**src/rtl/smkt_pkg.sv**
```systemverilog
package smkt_pkg;

    localparam int KeyWidth = 8;
    localparam int CharWidth = 7;
    localparam int NavWidth = 4;
    localparam int ModeWidth = 2;
    localparam int InDataWidth = 16;
    localparam int OutDataWidth = 24;

    localparam logic [7:0] KEY_GESTURE_TAP = 8'd231;
    localparam logic [7:0] KEY_ALTERNATE = 8'd129;
    localparam logic [7:0] KEY_SHIFT_HI = 8'd128;
    localparam logic [7:0] KEY_SHIFT_LO = 8'd16;
    localparam logic [7:0] KEY_SYM_A = 8'd130;
    localparam logic [7:0] KEY_SYM_B = 8'd131;
    localparam logic [7:0] KEY_SYM_LO = 8'd17;
    localparam logic [7:0] KEY_DOT_HI = 8'd190;
    localparam logic [7:0] KEY_COMMA_HI = 8'd188;

    localparam logic [1:0] MODE_OFF = 2'd0;
    localparam logic [1:0] MODE_ONE_SHOT = 2'd1;
    localparam logic [1:0] MODE_LOCKED = 2'd2;

    localparam logic [3:0] NAV_NONE = 4'd0;
    localparam logic [3:0] NAV_HOME = 4'd1;
    localparam logic [3:0] NAV_UP = 4'd2;
    localparam logic [3:0] NAV_PAGE_UP = 4'd3;
    localparam logic [3:0] NAV_LEFT = 4'd4;
    localparam logic [3:0] NAV_RIGHT = 4'd5;
    localparam logic [3:0] NAV_END = 4'd6;
    localparam logic [3:0] NAV_DOWN = 4'd7;
    localparam logic [3:0] NAV_PAGE_DOWN = 4'd8;

    typedef struct packed {
        logic [ModeWidth-1:0] gesture;
        logic [ModeWidth-1:0] sym;
        logic [ModeWidth-1:0] shift;
        logic [ModeWidth-1:0] alt;
    } modes_t;

    typedef struct packed {
        logic                 meta_held;
        logic                 ctrl_held;
        logic                 alt_held;
        logic                 shift_held;
        logic [KeyWidth-1:0]  scan_code;
    } press_t;

    typedef struct packed {
        modes_t               modes;
        logic                 state_changed;
        logic [NavWidth-1:0]  nav_action;
        logic [CharWidth-1:0] char_out;
        logic                 char_valid;
    } result_t;

    // Symbol table for the alternate modifier, indexed by letter position (A is 1).
    function automatic logic [7:0] alt_symbol(input logic [4:0] idx);
        logic [7:0] s;
        begin
            case (idx)
                5'd0:  s = "0";
                5'd1:  s = "&";
                5'd2:  s = "#";
                5'd3:  s = "8";
                5'd4:  s = "4";
                5'd5:  s = "1";
                5'd6:  s = "5";
                5'd7:  s = "6";
                5'd8:  s = "$";
                5'd9:  s = "%";
                5'd10: s = "!";
                5'd11: s = ":";
                5'd12: s = "'";
                5'd13: s = ";";
                5'd14: s = "?";
                5'd15: s = "\"";
                5'd16: s = "=";
                5'd17: s = "/";
                5'd18: s = "2";
                5'd19: s = "-";
                5'd20: s = "3";
                5'd21: s = ")";
                5'd22: s = "9";
                5'd23: s = "+";
                5'd24: s = "7";
                5'd25: s = "(";
                5'd26: s = "*";
                default: s = 8'd0;
            endcase
            return s;
        end
    endfunction

    function automatic logic [3:0] nav_for_letter(input logic [7:0] k);
        logic [3:0] n;
        begin
            case (k)
                "E": n = NAV_HOME;
                "R": n = NAV_UP;
                "T": n = NAV_PAGE_UP;
                "D": n = NAV_LEFT;
                "G": n = NAV_RIGHT;
                "X": n = NAV_END;
                "C": n = NAV_DOWN;
                "V": n = NAV_PAGE_DOWN;
                default: n = NAV_NONE;
            endcase
            return n;
        end
    endfunction

    // Off, one-shot, locked, off; the unused code steps to one-shot.
    function automatic logic [1:0] advance_mode(input logic [1:0] m);
        logic [1:0] r;
        begin
            case (m)
                MODE_OFF:      r = MODE_ONE_SHOT;
                MODE_ONE_SHOT: r = MODE_LOCKED;
                MODE_LOCKED:   r = MODE_OFF;
                default:       r = MODE_ONE_SHOT;
            endcase
            return r;
        end
    endfunction

endpackage

```
**src/rtl/smkt_xlate.sv**
```systemverilog
module smkt_xlate (
    input  smkt_pkg::press_t  press,
    input  smkt_pkg::modes_t  cur,
    output smkt_pkg::result_t res
);

    always_comb
    begin
        logic [7:0] k;
        logic [3:0] nav;
        logic shifted;
        logic alt_on;
        smkt_pkg::modes_t nxt;
        logic changed;

        k = press.scan_code;
        nav = smkt_pkg::NAV_NONE;
        nxt = cur;
        changed = 1'b1;
        shifted = (cur.shift != smkt_pkg::MODE_OFF) || press.shift_held;
        alt_on = (cur.alt != smkt_pkg::MODE_OFF);

        if (k == smkt_pkg::KEY_GESTURE_TAP)
        begin
            nxt.gesture = smkt_pkg::advance_mode(cur.gesture);
            k = 8'd0;
        end
        else if (k == smkt_pkg::KEY_ALTERNATE)
        begin
            nxt.alt = smkt_pkg::advance_mode(cur.alt);
            k = 8'd0;
        end
        else if (k == smkt_pkg::KEY_SHIFT_LO || k == smkt_pkg::KEY_SHIFT_HI
                 || (k == 8'd0 && press.shift_held))
        begin
            nxt.shift = smkt_pkg::advance_mode(cur.shift);
            k = 8'd0;
        end
        else if (k == smkt_pkg::KEY_SYM_LO || k == smkt_pkg::KEY_SYM_A
                 || k == smkt_pkg::KEY_SYM_B)
        begin
            nxt.sym = smkt_pkg::advance_mode(cur.sym);
            k = 8'd0;
        end
        else
        begin
            if (k >= "a" && k <= "z")
            begin
                k = k - 8'd32;
            end
            if (k >= "A" && k <= "Z")
            begin
                if (alt_on || press.alt_held)
                begin
                    // Letters A..Z sit at 65..90, so the low five bits are 1..26.
                    k = smkt_pkg::alt_symbol(k[4:0]);
                end
                else if (cur.gesture != smkt_pkg::MODE_OFF || press.meta_held)
                begin
                    nav = smkt_pkg::nav_for_letter(k);
                    k = 8'd0;
                end
                else if (cur.sym != smkt_pkg::MODE_OFF || press.ctrl_held)
                begin
                    k = {3'b000, k[4:0]};
                end
                else if (!shifted)
                begin
                    k = k + 8'd32;
                end
            end
            else if (k == "0" && !alt_on)
            begin
                k = "@";
            end
            else if (k == " " && alt_on)
            begin
                k = 8'd27;
            end
            else if (k == smkt_pkg::KEY_COMMA_HI || k == ",")
            begin
                k = alt_on ? "_" : (shifted ? "<" : ",");
            end
            else if (k == smkt_pkg::KEY_DOT_HI || k == ".")
            begin
                k = alt_on ? "|" : (shifted ? ">" : ".");
            end

            if (cur.alt == smkt_pkg::MODE_ONE_SHOT)
            begin
                nxt.alt = smkt_pkg::MODE_OFF;
            end
            if (cur.shift == smkt_pkg::MODE_ONE_SHOT)
            begin
                nxt.shift = smkt_pkg::MODE_OFF;
            end
            if (cur.sym == smkt_pkg::MODE_ONE_SHOT)
            begin
                nxt.sym = smkt_pkg::MODE_OFF;
            end
            if (cur.gesture == smkt_pkg::MODE_ONE_SHOT)
            begin
                nxt.gesture = smkt_pkg::MODE_OFF;
            end
            changed = (cur.alt == smkt_pkg::MODE_ONE_SHOT)
                   || (cur.shift == smkt_pkg::MODE_ONE_SHOT)
                   || (cur.sym == smkt_pkg::MODE_ONE_SHOT)
                   || (cur.gesture == smkt_pkg::MODE_ONE_SHOT);
        end

        res.char_valid = (k != 8'd0) && !k[7];
        res.char_out = res.char_valid ? k[6:0] : 7'd0;
        res.nav_action = nav;
        res.state_changed = changed;
        res.modes = nxt;
    end

endmodule

```
**src/rtl/sticky_modifier_key_translator.sv**
```systemverilog
// Channel  | Dir | Width | Contents
// s_axis   | in  | 16    | one key press with held modifier flags
// m_axis   | out | 24    | translated character, navigation action and modifier states
//
// One beat in and one beat out per key press; a new press is taken every cycle
// while m_axis is not stalled. A press passes an input register, then the translation
// and the sticky modifier update, which land together in the output register.
// Reset clears both valid flags and returns every sticky modifier to off.
// A stall on m_axis holds the output register, and the input register then
// fills and drops s_axis_tready.
module sticky_modifier_key_translator (
    input  logic        clk,
    input  logic        rst_n,
    input  logic        s_axis_tvalid,
    output logic        s_axis_tready,
    // [7:0] scan_code, [8] shift_held, [9] alt_held, [10] ctrl_held,
    // [11] meta_held, [15:12] zero
    input  logic [smkt_pkg::InDataWidth-1:0] s_axis_tdata,
    output logic        m_axis_tvalid,
    input  logic        m_axis_tready,
    // [0] char_valid, [7:1] char_out, [11:8] nav_action, [12] state_changed,
    // [14:13] alt_mode, [16:15] shift_mode, [18:17] sym_mode,
    // [20:19] gesture_mode, [23:21] zero
    output logic [smkt_pkg::OutDataWidth-1:0] m_axis_tdata
);

    logic               in_valid_reg;
    smkt_pkg::press_t   in_press_reg;
    logic               out_valid_reg;
    smkt_pkg::result_t  out_res_reg;
    smkt_pkg::modes_t   modes_reg;
    smkt_pkg::result_t  res_next;
    logic               advance;
    logic               take_in;

    smkt_xlate u_xlate (
        .press (in_press_reg),
        .cur   (modes_reg),
        .res   (res_next)
    );

    assign advance = in_valid_reg && (!out_valid_reg || m_axis_tready);
    assign s_axis_tready = !in_valid_reg || advance;
    assign take_in = s_axis_tvalid && s_axis_tready;

    always_ff @(posedge clk or negedge rst_n)
    begin
        if (!rst_n)
        begin
            in_valid_reg <= 1'b0;
            out_valid_reg <= 1'b0;
            modes_reg <= '0;
        end
        else
        begin
            if (take_in)
            begin
                in_valid_reg <= 1'b1;
            end
            else if (advance)
            begin
                in_valid_reg <= 1'b0;
            end

            if (advance)
            begin
                out_valid_reg <= 1'b1;
                modes_reg <= res_next.modes;
            end
            else if (m_axis_tready)
            begin
                out_valid_reg <= 1'b0;
            end
        end
    end

    always_ff @(posedge clk)
    begin
        if (take_in)
        begin
            in_press_reg <= smkt_pkg::press_t'(s_axis_tdata[11:0]);
        end
        if (advance)
        begin
            out_res_reg <= res_next;
        end
    end

    assign m_axis_tvalid = out_valid_reg;
    assign m_axis_tdata = {3'b000, out_res_reg};

endmodule
```
**config.mk**
```make
export PLATFORM = sky130hd
export DESIGN_NAME = sticky_modifier_key_translator
export DESIGN_NICKNAME = d
export VERILOG_FILES = /design/src/rtl/smkt_pkg.sv /design/src/rtl/smkt_xlate.sv /design/src/rtl/sticky_modifier_key_translator.sv
export SDC_FILE = /design/constraint.sdc
export NUM_CORES = 1
export LEC_CHECK = 0
export BUFFER_PORTS_ARGS = -buffer_cell sky130_fd_sc_hd__buf_2
export CAP_MARGIN = 0
export CORE_ASPECT_RATIO = 0.5
export CORE_UTILIZATION = 57
export CTS_CLUSTER_SIZE = 16
export DETAILED_ROUTE_END_ITERATION = 16
export PLACE_DENSITY = 0.8
export SYNTH_ARGS = -nofsm -noshare
export SYNTH_HDL_FRONTEND = slang
export SYNTH_SLANG_ARGS = --single-unit
```
**constraint.sdc**
```tcl
create_clock -name clk -period 4.2 [get_ports clk]
set_input_delay 0.42 -clock clk [delete_from_list [all_inputs] [get_ports clk]]
set_output_delay 0.42 -clock clk [all_outputs]
set_load 0.02 [all_outputs]
```
Yosys cells after proc, flatten, opt, wreduce, memory -nomap -nowiden
Memories as Yosys holds them, arrays and structs flattened.
Cells that the tools add are included.
{"block": "totals", "register_bits": 43, "rom_bits": 192, "out_inout_bits": 26, "word_cells": 139, "memories": 1}
{"memory": "(no name shown)", "depth": 32, "width": 6, "rd": 1, "rd_clocked_by_memory_dff": 0, "wr": 0, "line": "smkt_pkg.sv:61", "text": "case (idx)"}
{"block": "classes", "n_addsub": 2, "magnitude_cmp": 4, "n_eq_ne": 29, "muxes": 45, "bitwise_logic": 2, "n_reduce_logical": 37}
{"operator": "8-bit 2-to-1 mux", "count": 20}
{"operator": "8-bit by 7-bit == test with 1-bit output (second input constant)", "count": 8}
{"operator": "8-bit == test (second input constant)", "count": 7}
{"operator": "8-bit by 6-bit == test with 1-bit output (second input constant)", "count": 4}
{"operator": "4-bit one-hot mux with 8 select lines", "count": 1}
{"operator": "2-bit 2-to-1 mux", "count": 10}
{"operator": "8-bit by 5-bit == test with 1-bit output (second input constant)", "count": 2}
{"operator": "8-bit by 7-bit >= comparator with 1-bit output (second input constant)", "count": 2}
{"operator": "8-bit by 7-bit <= comparator with 1-bit output (second input constant)", "count": 2}
{"operator": "2-bit one-hot mux with 2 select lines", "count": 4}
{"operator": "1-bit logical OR", "count": 15}
{"operator": "6-bit 2-to-1 mux", "count": 2}
{"operator": "2-bit nonzero test", "count": 6}
{"operator": "5-bit 2-to-1 mux", "count": 2}
{"operator": "8-bit by 6-bit adder with 8-bit output (second input constant)", "count": 1}
{"operator": "2-bit by 1-bit == test with 1-bit output (second input constant)", "count": 4}
{"operator": "2-bit == test (second input constant)", "count": 4}
{"operator": "1-bit logical AND", "count": 8}
{"operator": "8-bit zero test", "count": 1}
{"operator": "4-bit 2-to-1 mux", "count": 2}
{"operator": "8-bit nonzero test", "count": 1}
{"operator": "8-bit by 6-bit subtractor with 8-bit output (second input constant)", "count": 1}
{"operator": "7-bit OR reduction", "count": 1}
{"operator": "1-bit zero test", "count": 4}
{"operator": "3 further kinds", "count": 7}

Logic depth before layout (Yosys ltp)
Gate-level depths: netlist of the first run.
{"block": "logic_depth", "ltp_word": 20, "ltp_mapped": 17, "depth_no_buf": 16}

Modules after synthesis
From an unflattened synthesis of the first run, not the netlist that was laid out.
{"block": "hier_totals", "cells_unflattened": 303, "area_unflattened_um2": 3086.7}
{"module": "smkt_xlate", "n_inst": 1, "cells_each": 241, "area_each_um2": 1642.8, "seq_area_each_um2": 0.0}
{"module": "sticky_modifier_key_translator", "n_inst": 1, "cells_each": 62, "area_each_um2": 1443.9, "seq_area_each_um2": 1241.2}

Least setup slack after synthesis of the first run
Ideal clock, no wire load.
{"block": "synth_timing", "kind": "register to register", "from": "register in_press_reg[0] in the netlist's numbering", "to": "register out_res_reg (netlist bit m_axis_tdata[0]) (data pin)", "setup_ns": 0.279, "t_arrival_ns": 2.911, "t_required_ns": 3.921, "setup_slack_ns": 1.010, "path_stages_with_launch": 15, "path_buffers": 1, "synth_period_minus_slack_ns": 3.190, "path_cell_list": "edfxtp_1 > inv_1 > ha_1 > nand2b_1 > a21o_1 > a41oi_1 > ha_1 > nand2b_1 > a21oi_1 > o22ai_1 > nor2_1 > buf_2 > mux2i_1 > a221oi_1 > a41oi_1"}
{"element": "start, declared", "line": "sticky_modifier_key_translator.sv:28", "text": "smkt_pkg::press_t in_press_reg;"}
{"element": "start signal, assigned", "line": "sticky_modifier_key_translator.sv:81", "text": "in_press_reg <= smkt_pkg::press_t'(s_axis_tdata[11:0]);"}
{"element": "end signal, assigned", "line": "sticky_modifier_key_translator.sv:85", "text": "out_res_reg <= res_next;"}
{"element": "end, declared", "line": "sticky_modifier_key_translator.sv:30", "text": "smkt_pkg::result_t out_res_reg;"}

==> results.sh, run 1 <==
export IMPL_grt_pass1_wl_um=10870
export IMPL_routed_wl_um=6718
export IMPL_period_minus_slack_ps=3672
export IMPL_die_w_um=105.2
export IMPL_synth_cell_area_um2=3037
export IMPL_p_switching_uw=352.1
export IMPL_cts_tree="built"
export IMPL_seqPwrFrac_pct=46.4
export IMPL_wl_met1_um=3237
export IMPL_slew_violations=0
export IMPL_drt_initial_drc_count=226
export IMPL_grt_max_degree=32
export IMPL_grt_pass1_vias=2289
export IMPL_ys_types=60
export IMPL_io_pins=46
export IMPL_synth_area_per_cell_um2=9.702
export IMPL_hp_start="s_axis_tdata[1]"
export IMPL_syn_inst=313
export IMPL_synth_seq_cells=43
export IMPL_p_int_uw=781.6
export IMPL_dr_pass1_iters=5
export IMPL_rsz0062_at_grt="false"
export IMPL_gp_congestion=0.9324
export IMPL_clk_latency_ps=300
export IMPL_synth_ff_type="edfxtp_1"
export IMPL_h_tree_depth=2
export IMPL_final_antenna_net_count=0
export IMPL_area_delta_synth_final_pct=12.61
export IMPL_critPathKind="flop to flop"
export IMPL_fin_ws_ps=528.3
export IMPL_required_ps=4240
export IMPL_comb_power_share_pct=24.7
export IMPL_tightest_slew_ps=1137
export IMPL_nNetsFinal=395
export IMPL_antennaDiodeCount=0
export IMPL_largest_register_ffs=21
export IMPL_num_rows=18
export IMPL_hold_viol=0
export IMPL_grt_ovfl_total=0
export IMPL_numCtsBuffers=5
export IMPL_clockRootBuffer="clkbuf_8"
export IMPL_cp_startpoint="in_press_reg[0]"
export IMPL_cts_sinks=43
export IMPL_final_common_cell="buf_2"
export IMPL_dp_final_hpwl_um=5019
export IMPL_cts_max_path_buffers=2
export IMPL_fin_util_pct=68.09
export IMPL_setup_viol=0
export IMPL_clk_pin_slew_ps=90
export IMPL_cp_data_arrival_time_ps=3710
export IMPL_p_clk_share_pct=28.9
export IMPL_reg2reg_from="in_press_reg[0]"
export IMPL_max_freq_mhz=272.4
export IMPL_peakVddDrop_mv=0.1822
export IMPL_start_kind="flop"
export IMPL_ys_seq_area_share_pct=40.87
export IMPL_synth_enable_flop_cells=33
export IMPL_hold_path_class="input port to flop"
export IMPL_outcome="finished, final reports clean"
export IMPL_die_y_um=53.61
export IMPL_critPathMaxFanout=13
export IMPL_routed_via_count=2530
export IMPL_worstSetupEndpointType="flop"
export IMPL_cts_setup_buffers=0
export IMPL_layout_common_cells="buf_2, edfxtp_1, nor2_1, nand2_1, ha_1"
export IMPL_p_sw_share_pct=31.06
export IMPL_ys_warn_count=0
export IMPL_finalCritPeriodShare_pct=87.42
export IMPL_async_reset_ff_share_pct=23.26
export IMPL_antenna_found_initial=0
export IMPL_grt_usage_pct=25.11
export IMPL_p_leak_nw=1.439
export IMPL_drc_errors=0
export IMPL_fin_worst_skew_ps=6.436
export IMPL_avgViaCountPerCell=5.967
export IMPL_coreArea_um2=5022
export IMPL_numPortBuffers=38
export IMPL_dr_wl_met2_um=3018
export IMPL_wl_per_cell_um=15.84
export IMPL_post_place_ws_ps=295.6
export IMPL_rrSetupSlack_ps=530
export IMPL_max_slew_margin_pct=24.15
export IMPL_setup_tns_ps=0
export IMPL_drive_gt1_share_pct=21.75
export IMPL_cap_viol_max_count=0
export IMPL_top_layer="met4"
export IMPL_start_util_pct=60.46
export IMPL_power_per_cell_area_nw_per_um2=331.5
export IMPL_wl_met3_um=412
export IMPL_fp_dieArea_um2=5641
-- per-stage QoR --
| stage | hold WS [ps] | power (mW) | cells | area, um^2 |
|---|---|---|---|---|
| CTS | 284.5 | 1.136 | 424 | 3417 |
| finish | 291.7 | 1.134 | 424 | 3420 |
| floorplan | 124.4 | 0.7309 | 315 | 3044 |
| global placement | 289.3 | 0.7998 | 415 | 3296 |
| global route | 282.2 | 1.187 | 424 | 3420 |
| detailed placement | 295.8 | 0.8083 | 415 | 3296 |
-- layer usage --
metal	track usage [%]	up-vias
li1	-	1222
met1	33.64	1203
met2	43.42	95
met3	5.085	10
met4	5.164	0
met5	0	-
-- power groups by stage --
stage	Combinational (mW)	Sequential (mW)	Clock [mW]
6_report	0.280	0.527	0.328
5_1_grt	0.306	0.532	0.348
4_1_cts	0.276	0.526	0.334
3_5_place_dp	0.273	0.535	0
3_3_place_gp	0.266	0.534	0
2_1_floorplan	0.178	0.553	0
-- synth_stat cells (all sizes together) (4+ instances only) --
cell / number / area [um^2]
edfxtp: 33 / 991.0
nor2: 29 / 118.9
nand2: 23 / 88.84
ha: 22 / 275.3
a21oi: 21 / 108.9
inv: 21 / 78.83
nand2b: 17 / 113.9
buf: 14 / 90.08
o21ai: 14 / 70.06
dfrtp: 10 / 250.2
nor3: 10 / 77.57
nor2b: 8 / 50.05
mux2: 6 / 67.56
mux2i: 6 / 60.06
a311oi: 5 / 43.79
and2: 5 / 31.28
clkbuf: 5 / 18.77
nand3: 5 / 25.02
a211oi: 4 / 30.03
a221oi: 4 / 41.29
a32oi: 4 / 35.03
-- cell type report --
type / instances / area [um^2]
clock buffer: 5 / 68.82
clock inverter: 3 / 42.54
fill: 411 / 1603
inverter: 21 / 78.83
multi-input combinational: 232 / 1618
sequential: 43 / 1241
tap: 70 / 87.58
timing repair buffer: 50 / 282.8
-- worst max-delay path, cell delays in order, from the launching register on --
cell	delay, ps
edfxtp_1	500
inv_1	140
ha_1	240
nand2b_1	230
a21o_1	250
a41oi_1	350
ha_1	210
nand2b_1	50
a21oi_1	140
o22ai_1	110
nor2_2	460
mux2i_1	220
a221oi_1	340
a41oi_1	150
-- kinds of logic (layout without fill, tap and decap cells) --
| group | count (synthesis) | count (layout) | synth area share (%) |
|---|---|---|---|
| buffers and inverters | 40 | 79 | 6.180 |
| AOI/OAI and AO/OA | 81 | 81 | 18.21 |
| adders and majority gates | 22 | 22 | 9.065 |
| muxes | 13 | 13 | 4.944 |
| and+or+nand+nor | 113 | 113 | 20.60 |
| DFF | 43 | 43 | 40.87 |
| other | 1 | 3 | 0.1235 |
-- repair_timing --
| item | in CTS | in global routing |
|---|---|---|
| hold endpoints to repair | 10 | 0 |
| resized for setup | 0 | 1 |
| hold buffers | 1 | 0 |
| endpoints found under the setup margin | 0 | 2 |
-- worst paths after layout --
kind	endpoint	depth (start not counted)
worst max-delay path	m_axis_tdata[0]	13
worst min-delay path	in_press_reg[1]	1
worst max register to register	m_axis_tdata[0]	13
worst min register to register	m_axis_tvalid	1
max in group asynchronous	modes_reg[7]	2
min in group asynchronous	m_axis_tvalid	2
Power figures use the tool's default switching activity.
==> run 2, diff against run 1 <==
--- a/config.mk
+++ b/config.mk
@@ -5,13 +5,14 @@
 export SDC_FILE = /design/constraint.sdc
 export NUM_CORES = 1
 export LEC_CHECK = 0
+export ABC_AREA = 1
 export BUFFER_PORTS_ARGS = -buffer_cell sky130_fd_sc_hd__buf_2
 export CAP_MARGIN = 0
 export CORE_ASPECT_RATIO = 0.5
-export CORE_UTILIZATION = 57
+export CORE_UTILIZATION = 60
 export CTS_CLUSTER_SIZE = 16
 export DETAILED_ROUTE_END_ITERATION = 16
-export PLACE_DENSITY = 0.8
+export PLACE_DENSITY = 0.83
 export SYNTH_ARGS = -nofsm -noshare
 export SYNTH_HDL_FRONTEND = slang
 export SYNTH_SLANG_ARGS = --single-unit
==> constraint.sdc (replaced) <==
create_clock -name clk -period 4.75 [get_ports clk]
set_input_delay 0.475 -clock clk [delete_from_list [all_inputs] [get_ports clk]]
set_output_delay 0.475 -clock clk [all_outputs]
set_load 0.02 [all_outputs]
==> results.sh, run 2 <==
export IMPL_synth_seq_cells=43
export IMPL_synth_most_common_cell="nand2_1"
export IMPL_grt_usage_pct=29.88
export IMPL_hold_path_class="input port to async pin"
export IMPL_cp_data_arrival_time_ps=3550
export IMPL_clk_latency_ps=310
export IMPL_cts_setup_buffers=0
export IMPL_layout_common_cells="nand2_1, inv_1, nor2_1, buf_2, edfxtp_1"
export IMPL_synth_top_area_share_pct=31.30
export IMPL_antennaDiodeCount=0
export IMPL_wl_per_cell_um=15.52
export IMPL_peakVddDrop_mv=0.1982
export IMPL_fin_util_pct=70.47
export IMPL_max_slew_margin_pct=63.13
export IMPL_synth_ff_type="edfxtp_1"
export IMPL_drive_gt1_share_pct=17.95
export IMPL_cts_max_path_buffers=2
export IMPL_final_common_cell="nand2_1"
export IMPL_area_delta_synth_final_pct=11.30
export IMPL_ys_warn_count=0
export IMPL_grt_pass1_wl_um=12420
export IMPL_hold_viol=0
export IMPL_outcome="finished, final reports clean"
export IMPL_instances_no_fill=510
export IMPL_synth_area_per_cell_um2=7.934
export IMPL_die_y_um=53.36
export IMPL_nNetsFinal=481
export IMPL_async_reset_ff_share_pct=23.26
export IMPL_io_pins=46
export IMPL_cts_tree="built"
export IMPL_synth_enable_flop_cells=33
export IMPL_cap_viol_max_count=0
export IMPL_dr_pass1_iters=5
export IMPL_place_inst=502
export IMPL_ys_types=44
export IMPL_routed_via_count=2892
export IMPL_die_w_um=104.7
export IMPL_required_ps=4820
export IMPL_dpl_cell_area_um2=3412
export IMPL_stdcell_area_um2=3523
export IMPL_synthTopCellsByCount="nand2_1, inv_1, nor2_1"
export IMPL_grt_max_degree=32
export IMPL_yosys_top_cells_area="edfxtp_1, nand2_1, ha_1"
export IMPL_grt_ovfl_total=0
export IMPL_period_minus_slack_ps=3476
export IMPL_fin_worst_skew_ps=9.077
export IMPL_numCtsBuffers=5
export IMPL_finalPower_mw=1.037
export IMPL_power_per_cell_area_nw_per_um2=294.4
export IMPL_clockRootBuffer="clkbuf_8"
export IMPL_worstSetupEndpointType="flop"
export IMPL_coreArea_um2=5000
export IMPL_drc_errors=0
export IMPL_critPathKind="flop to flop"
export IMPL_synth_cell_area_um2=3166
export IMPL_h_tree_depth=2
export IMPL_cts_resized_gates=0
export IMPL_grt_pass1_vias=2633
export IMPL_nFillCells=409
export IMPL_start_util_pct=63.31
export IMPL_holdBufCountCts=0
export IMPL_p_leak_nw=1.706
export IMPL_ys_seq_area_share_pct=39.21
export IMPL_gp_congestion=0.9098
export IMPL_tightest_slew_ps=553.1
export IMPL_critPathMaxFanout=12
export IMPL_start_kind="flop"
export IMPL_antenna_found_initial=0
export IMPL_routed_wl_um=7913
export IMPL_cts_sinks=43
export IMPL_numPortBuffers=38
export IMPL_syn_inst=399
export IMPL_slew_violations=0
export IMPL_yosys_area_top_type="edfxtp_1"
export IMPL_fp_dieArea_um2=5588
export IMPL_setup_viol=0
export IMPL_max_freq_mhz=287.7
export IMPL_finalCritPeriodShare_pct=73.18
export IMPL_num_rows=18
export IMPL_clk_pin_slew_ps=80
export IMPL_final_antenna_net_count=0
export IMPL_dp_final_hpwl_um=6129
export IMPL_avgViaCountPerCell=5.671
export IMPL_setup_tns_ps=0
export IMPL_drt_initial_drc_count=199
export IMPL_rsz0062_at_grt="false"
export IMPL_largest_register_ffs=21
==> run 2: cell types whose count changed after synthesis, sizes merged, moves of 6 or more <==
cell	delta
nor2b	-8
inv	+50
buf	-9
o211ai	+7
mux2i	-6
o21ai	+20
nor2	+19
a21oi	-9
nand3	+22
nand2	+65
mux2	-6
nand2b	-17
==> run 2: report_power, final <==
part | total, mW | switching [mW] | internal [mW]
Clock | 0.296 | 0.139 | 0.157
Combinational | 0.268 | 0.190 | 0.0787
Sequential | 0.473 | 0.0227 | 0.450
==> run 2: path summary, 6_finish.rpt <==
check | startpoint | slack, ps | end | cells after the start
max in group asynchronous | rst_n | 4550 | modes_reg[5] | 1
min in group clk | s_axis_tdata[3] | 340 | in_press_reg[3] | 1
hold / removal | rst_n | 10 | modes_reg[7] | 1
hold reg to reg | in_valid_reg | 520 | m_axis_tvalid | 2
setup reg to reg | in_press_reg[4] | 1270 | m_axis_tdata[0] | 21
setup / recovery | in_press_reg[4] | 1270 | m_axis_tdata[0] | 21
==> run 2: layout make-up <==
cell class / instances / area (um^2) / area share (%)
Clock buffer: 5 / 68.82 / 1.953
Clock inverter: 3 / 42.54 / 1.207
Inverter: 71 / 269.0 / 7.635
Multi-Input combinational cell: 279 / 1617 / 45.88
Sequential cell: 43 / 1241 / 35.23
Tap cell: 70 / 87.58 / 2.486
Timing Repair Buffer: 39 / 197.7 / 5.611
==> run 2: cells by family after synthesis <==
family          after synthesis  share of synthesized area, %
fa+ha+maj                    22                         8.696
compound gates               71                         13.68
buf+inv                      79                         10.08
xor+xnor                      1                        0.2767
flops                        43                         39.21
other cells                   1                        0.1185
simple gates                182                         27.94
==> run 2: metal layers <==
layer	routed length, um	up-vias	GRT usage (%)	share of wire (%)
met5	0	-	0	0
met2	3604	123	50.77	46
li1	-	1396	-	-
met1	3578	1361	38.06	45
met4	110	0	9.390	1.4
met3	619	12	7.759	7.8
==> run 2: per-stage QoR <==
step	hold WS (ps)	setup WS [ps]
2_1_floorplan	179.4	1981
3_3_place_gp	344.6	1467
3_5_place_dp	347.4	1344
4_1_cts	18.10	1319
5_1_grt	17.86	962.8
6_report	11.01	1274
==> run 2: critical path, cell delays in order, from the launching register on <==
cell	delay [ps]
edfxtp_1	640
inv_1	470
nand2_1	210
nor2_1	150
nand2_1	80
nand2_2	110
nand3_2	90
nand2_2	230
inv_1	110
ha_1	190
nand4_1	90
nand2_1	100
nand3_4	130
nand3_1	90
nand2_1	90
nand2_1	60
inv_2	40
nand3_1	60
nor2_1	90
nand2_1	60
nand2_2	90
inv_1	50
